[config.mk]
export PLATFORM = sky130hd
export DESIGN_NAME = apr_front
export DESIGN_NICKNAME = d
export VERILOG_FILES = /design/src/sv/apr_pkg.sv /design/src/sv/apr_front.sv
export SDC_FILE = /design/constraint.sdc
export NUM_CORES = 1
export LEC_CHECK = 0
export ABC_AREA = 1
export BUFFER_PORTS_ARGS = -buffer_cell sky130_fd_sc_hd__buf_2
export CORE_ASPECT_RATIO = 1.75
export CORE_MARGIN = 1.5
export CORE_UTILIZATION = 32
export DETAILED_ROUTE_END_ITERATION = 12
export GPL_TIMING_DRIVEN = 1
export SLEW_MARGIN = 20
export SYNTH_ARGS = -nofsm -noshare
export SYNTH_HDL_FRONTEND = slang
export SYNTH_SLANG_ARGS = --single-unit
export TNS_END_PERCENT = 30
[constraint.sdc]
create_clock -name i_clk -period 1.7 [get_ports i_clk]
set_input_delay 0.17 -clock i_clk [delete_from_list [all_inputs] [get_ports i_clk]]
set_output_delay 0.17 -clock i_clk [all_outputs]
set_load 0.02 [all_outputs]
[src/sv/apr_pkg.sv]
// ----------------------------------------------------------------------------
// apr_pkg
// Shared types and constants of the audio playout ring with resync.
// ----------------------------------------------------------------------------
package apr_pkg;

    // ring storage
    localparam int RING_DEPTH = 16384;
    localparam int ADDR_W     = $clog2(RING_DEPTH);

    // field widths
    localparam int POS_W    = 15;
    localparam int BLK_W    = 13;
    localparam int THR_W    = 20;
    localparam int SAMPLE_W = 16;
    localparam int DIST_W   = 32;
    localparam int MODN_W   = 16;
    localparam int CFG_IDX_W  = 4;
    localparam int CFG_DATA_W = 20;

    // configuration register indexes
    localparam logic [CFG_IDX_W-1:0] CFG_ARRAY_LEN        = 4'd0;
    localparam logic [CFG_IDX_W-1:0] CFG_BLOCK_LEN        = 4'd1;
    localparam logic [CFG_IDX_W-1:0] CFG_INTERVAL_LEN     = 4'd2;
    localparam logic [CFG_IDX_W-1:0] CFG_RESYNC_THRESHOLD = 4'd3;

    // reset values of the registers
    localparam logic [POS_W-1:0] ARRAY_LEN_RST    = 15'd16384;
    localparam logic [BLK_W-1:0] BLOCK_LEN_RST    = 13'd256;
    localparam logic [BLK_W-1:0] INTERVAL_LEN_RST = 13'd2048;
    localparam logic [THR_W-1:0] THRESHOLD_RST    = 20'd6400;

    // distance saturation limits
    localparam logic [DIST_W-1:0] DIST_MAX = 32'h7FFF_FFFF;
    localparam logic [DIST_W-1:0] DIST_MIN = 32'h8000_0000;

    // input operation codes
    localparam logic OP_WRITE = 1'b0;
    localparam logic OP_READ  = 1'b1;

    typedef struct packed {
        logic                operation;
        logic [SAMPLE_W-1:0] sample_in;
    } t_in_item;

    typedef struct packed {
        logic [SAMPLE_W-1:0] play_sample;
        logic                block_done;
        logic                resynced;
    } t_out_item;

    typedef struct packed {
        logic [POS_W-1:0] array_len;
        logic [BLK_W-1:0] block_len;
        logic [BLK_W-1:0] interval_len;
        logic [THR_W-1:0] resync_threshold;
    } t_cfg;

    // classified command between front and back
    typedef struct packed {
        logic                is_read;
        logic [SAMPLE_W-1:0] sample;
    } t_cmd;

    // modulo unit request and response
    typedef struct packed {
        logic              start;
        logic [MODN_W-1:0] dividend;
        logic [POS_W-1:0]  divisor;
    } t_mod_req;

    typedef struct packed {
        logic              done;
        logic [MODN_W-1:0] rem;
    } t_mod_rsp;

    typedef enum logic [2:0] {
        ST_CLEAR,
        ST_IDLE,
        ST_WCOLL,
        ST_RADDR,
        ST_RDATA,
        ST_RSYNC
    } t_state;

endpackage

[src/sv/apr_front.sv]
// ----------------------------------------------------------------------------
// apr_front
// Accepts input transactions, classifies them and holds them in a
// two-entry command queue for the back end.
// ----------------------------------------------------------------------------
module apr_front
    import apr_pkg::*;
(
    input  logic     i_clk,
    input  logic     i_rst_n,
    input  logic     i_in_valid,
    output logic     o_in_stall,
    input  t_in_item i_in_item,
    input  logic     i_hold,
    output logic     o_cmd_valid,
    output t_cmd     o_cmd,
    input  logic     i_pop
);

    t_cmd       r_q [2];
    logic       r_wr_ptr;
    logic       r_rd_ptr;
    logic [1:0] r_count;
    logic       n_wr_ptr;
    logic       n_rd_ptr;
    logic [1:0] n_count;
    logic       push;
    logic       pop;
    t_cmd       cmd_in;

    // classify the incoming item
    always_comb begin
        cmd_in.is_read = (i_in_item.operation == OP_READ);
        cmd_in.sample  = i_in_item.sample_in;
    end

    assign o_in_stall  = (r_count == 2'd2) || i_hold;
    assign push        = i_in_valid && !o_in_stall;
    assign pop         = i_pop && (r_count != 2'd0);
    assign o_cmd_valid = (r_count != 2'd0);
    assign o_cmd       = r_q[r_rd_ptr];

    // queue pointers
    always_comb begin
        n_wr_ptr = push ? !r_wr_ptr : r_wr_ptr;
        n_rd_ptr = pop ? !r_rd_ptr : r_rd_ptr;
        n_count  = r_count + {1'b0, push} - {1'b0, pop};
    end

    always_ff @(posedge i_clk) begin
        if (!i_rst_n) begin
            r_wr_ptr <= 1'b0;
            r_rd_ptr <= 1'b0;
            r_count  <= 2'd0;
        end else begin
            r_wr_ptr <= n_wr_ptr;
            r_rd_ptr <= n_rd_ptr;
            r_count  <= n_count;
        end
    end

    // queue storage
    always_ff @(posedge i_clk) begin
        if (push) begin
            r_q[r_wr_ptr] <= cmd_in;
        end
    end

endmodule

==> reports/qor.yml <==
ys_types: 14
setup_tns_ns: 0
rsz0062_at_grt: "false"
grt_max_degree: 18
max_freq_mhz: 629
p_int_mw: 1.90
ir_drop_v: 0.000654
gp_congestion: 0.660
instances_no_fill: 193
synth_flop_cell: "edfxtp_1"
pin_count: 41
cts_made_buffers: 5
drive_gt1_frac: 0.496
antenna_found_initial: 0
syn_nets: 116
fp.coreArea_um2: 4670
grt_first_pass_wirelength_um: 3750
critPathRequiredTime_ns: 1.88
power_frac_seq: 0.450
synth_common_cells: "edfxtp_1, inv_1, mux2_4, nand2_1, mux2_2"
yosysMostFrequentCell: "edfxtp_1"
maxCapViolations: 0
die_h_um: 94.7
h-tree-depth: 2
cp_data_arrival_time_ns: 1.77
synth_top_cell_area_share: 0.664
finalMaxSlewViolations: 0
period_needed_ns: 1.59
tightest_slew_ns: 0.234
cts.sinks: 39
cts_tree: "yes"
wl_per_cell_um: 12.5
synth_edf_count: 34
yosys_warnings: 0
ys_ff_latch: 39
avgSynthCellArea_um2: 16.7
pwr_density_cell_nw_per_um2: 1360
grt_pass1_vias: 851
routed_wl_um: 2420
grtUsageTotal: 0.0979
clk-insertion-delay-late_ns: 0.28
relSlewSlack: 0.844
ys_async_sr_fraction: 0
drt-vias-per-instance: 4.50
crit_path_max_fanout: 3
clockBufferDepth: 2
initial_core_util: 0.330
dr.pass1.iters: 4
drc: 0
synth_area_um2: 1540
drt_iter0_drc: 29
clk_pin_slew_ns: 0.07
start_kind: "flip-flop"
die-area_um2: 5250
finalSetupViolCount: 0
clock_power_share: 0.274
n_antenna_cell: 0
combPwrFrac: 0.276
status: "finished clean"
port_buffers: 40
critPathCaptureType: "flip-flop"
holdBufCountCts: 0
netlist_instances: 92
skew_ns: 0.00207
hold_viol: 0
seq_area_frac_synth: 0.729
yosysTopAreaCell: "edfxtp_1"
yosys-top-cells-area: "edfxtp_1, mux2_4, dfxtp_1"
placedCellCount: 185
swShare: 0.279
cts-root-buf: "clkbuf_8"
hold_path.class: "primary input to flip-flop"
worst-setup-path-type: "flip-flop to flip-flop"
vias: 869
p_leak_nw: 0.800
place_hpwl_um: 1800
p_switching_mw: 0.734
fillers: 440
grt-ovfl-total: 0
area_growth_pct: 26.0
fin_nets: 164
fp.dieW_um: 55.4
fp-row-count: 33
post-route-period-util: 0.935
ant_nets: 0
power by group through the flow:
stage / combinational (mW) / sequential (mW) / clock (mW)
floorplan: 0.542 / 1.19 / 0
global placement: 0.705 / 1.20 / 0
detailed placement: 0.730 / 1.20 / 0
CTS: 0.732 / 1.18 / 0.745
global route: 0.784 / 1.19 / 0.791
finish: 0.727 / 1.18 / 0.721
what timing repair did:
item / 4_1_cts / 5_1_grt
endpoints found under the hold margin: 0 / 0
gates resized for setup: 0 / 2
setup endpoints to repair: 0 / 1
buffers inserted: 0 / 0
kinds of logic (layout without fill, tap and decap cells):
group,Yosys count,after routing,share of synthesized area
compound gates,2,2,0.00814
flops,39,39,0.729
simple gates,20,20,0.0529
fa+ha+maj,2,2,0.0163
buf+inv,12,61,0.0448
mux,17,17,0.149
through the flow:
step                hold slack, ns  power (mW)   util  cell area [um2]  worst slack [ns]
floorplan                    0.263        1.73      -             1540             0.240
global placement             0.360        1.90  0.390             1820             0.211
detailed placement           0.362        1.93  0.390             1820            0.0671
CTS                         0.0654        2.66  0.414             1930            0.0573
global route                0.0549        2.76  0.415             1940            0.0356
finish                      0.0722        2.63  0.415             1940             0.110
sequential cells by signal (all words and copies together) (netlist names), named ones only:
register  count
r_rd_ptr      1
r_count       2
r_wr_ptr      1
r_q          34
cells in the final DEF (no fill, tap or decap):
master     Yosys  routed
buf_2          0      40
mux2_4        10      10
dfxtp_1        5       5
nand2_2        0       1
mux2_2         7       7
buf_12         1       2
inv_1         10      10
nor2_2         0       1
clkinv_1       0       1
bufinv_16      0       1
ha_1           2       2
nand3_2        0       1
clkbuf_8       0       5
clkinv_2       0       1
o21a_1         1       1
buf_4          0       1
a21oi_1        1       1
nand2_1       10       9
edfxtp_1      34      34
nand3_1        3       2
nand4_1        1       1
nor2_1         6       5
layer usage:
metal | vias to the layer above | track usage | routed length (um)
li1 | 422 | - | -
met1 | 411 | 0.0817 | 806
met2 | 31 | 0.191 | 1400
met5 | - | 0 | 0
met4 | 0 | 0.0488 | 53
met3 | 5 | 0.0397 | 163
worst max-delay path, cell delays in order, from the launching register on:
cell and delay [ns]:
dfxtp_1 0.37, inv_1 0.09, nand2_2 0.09, nand3_2 0.10, ha_1 0.29, inv_1 0.04, ha_1 0.19, inv_1 0.06
nand2_1 0.06, a21oi_1 0.15, nor2_1 0.06
area by class of cell:
cell class	instances	area [um2]	area share
flip-flops and latches	39	1120	0.579
multi-input cells	41	358	0.185
repair buffers	43	248	0.128
clock buffers	5	68.8	0.0355
well taps	52	65.1	0.0336
clock inverters	3	38.8	0.0200
inverters	10	37.5	0.0194
path summary, 6_finish.rpt:
kind	startpoint	cells after the start	endpoint	slack, ns
max	r_count[0]	10	r_count[1]	0.11
min	i_in_item[3]	1	r_q[1][3]	0.07
max reg2reg	r_count[0]	10	r_count[1]	0.11
min reg2reg	r_rd_ptr	2	r_rd_ptr	0.50
(Power assumes the default switching activity.)
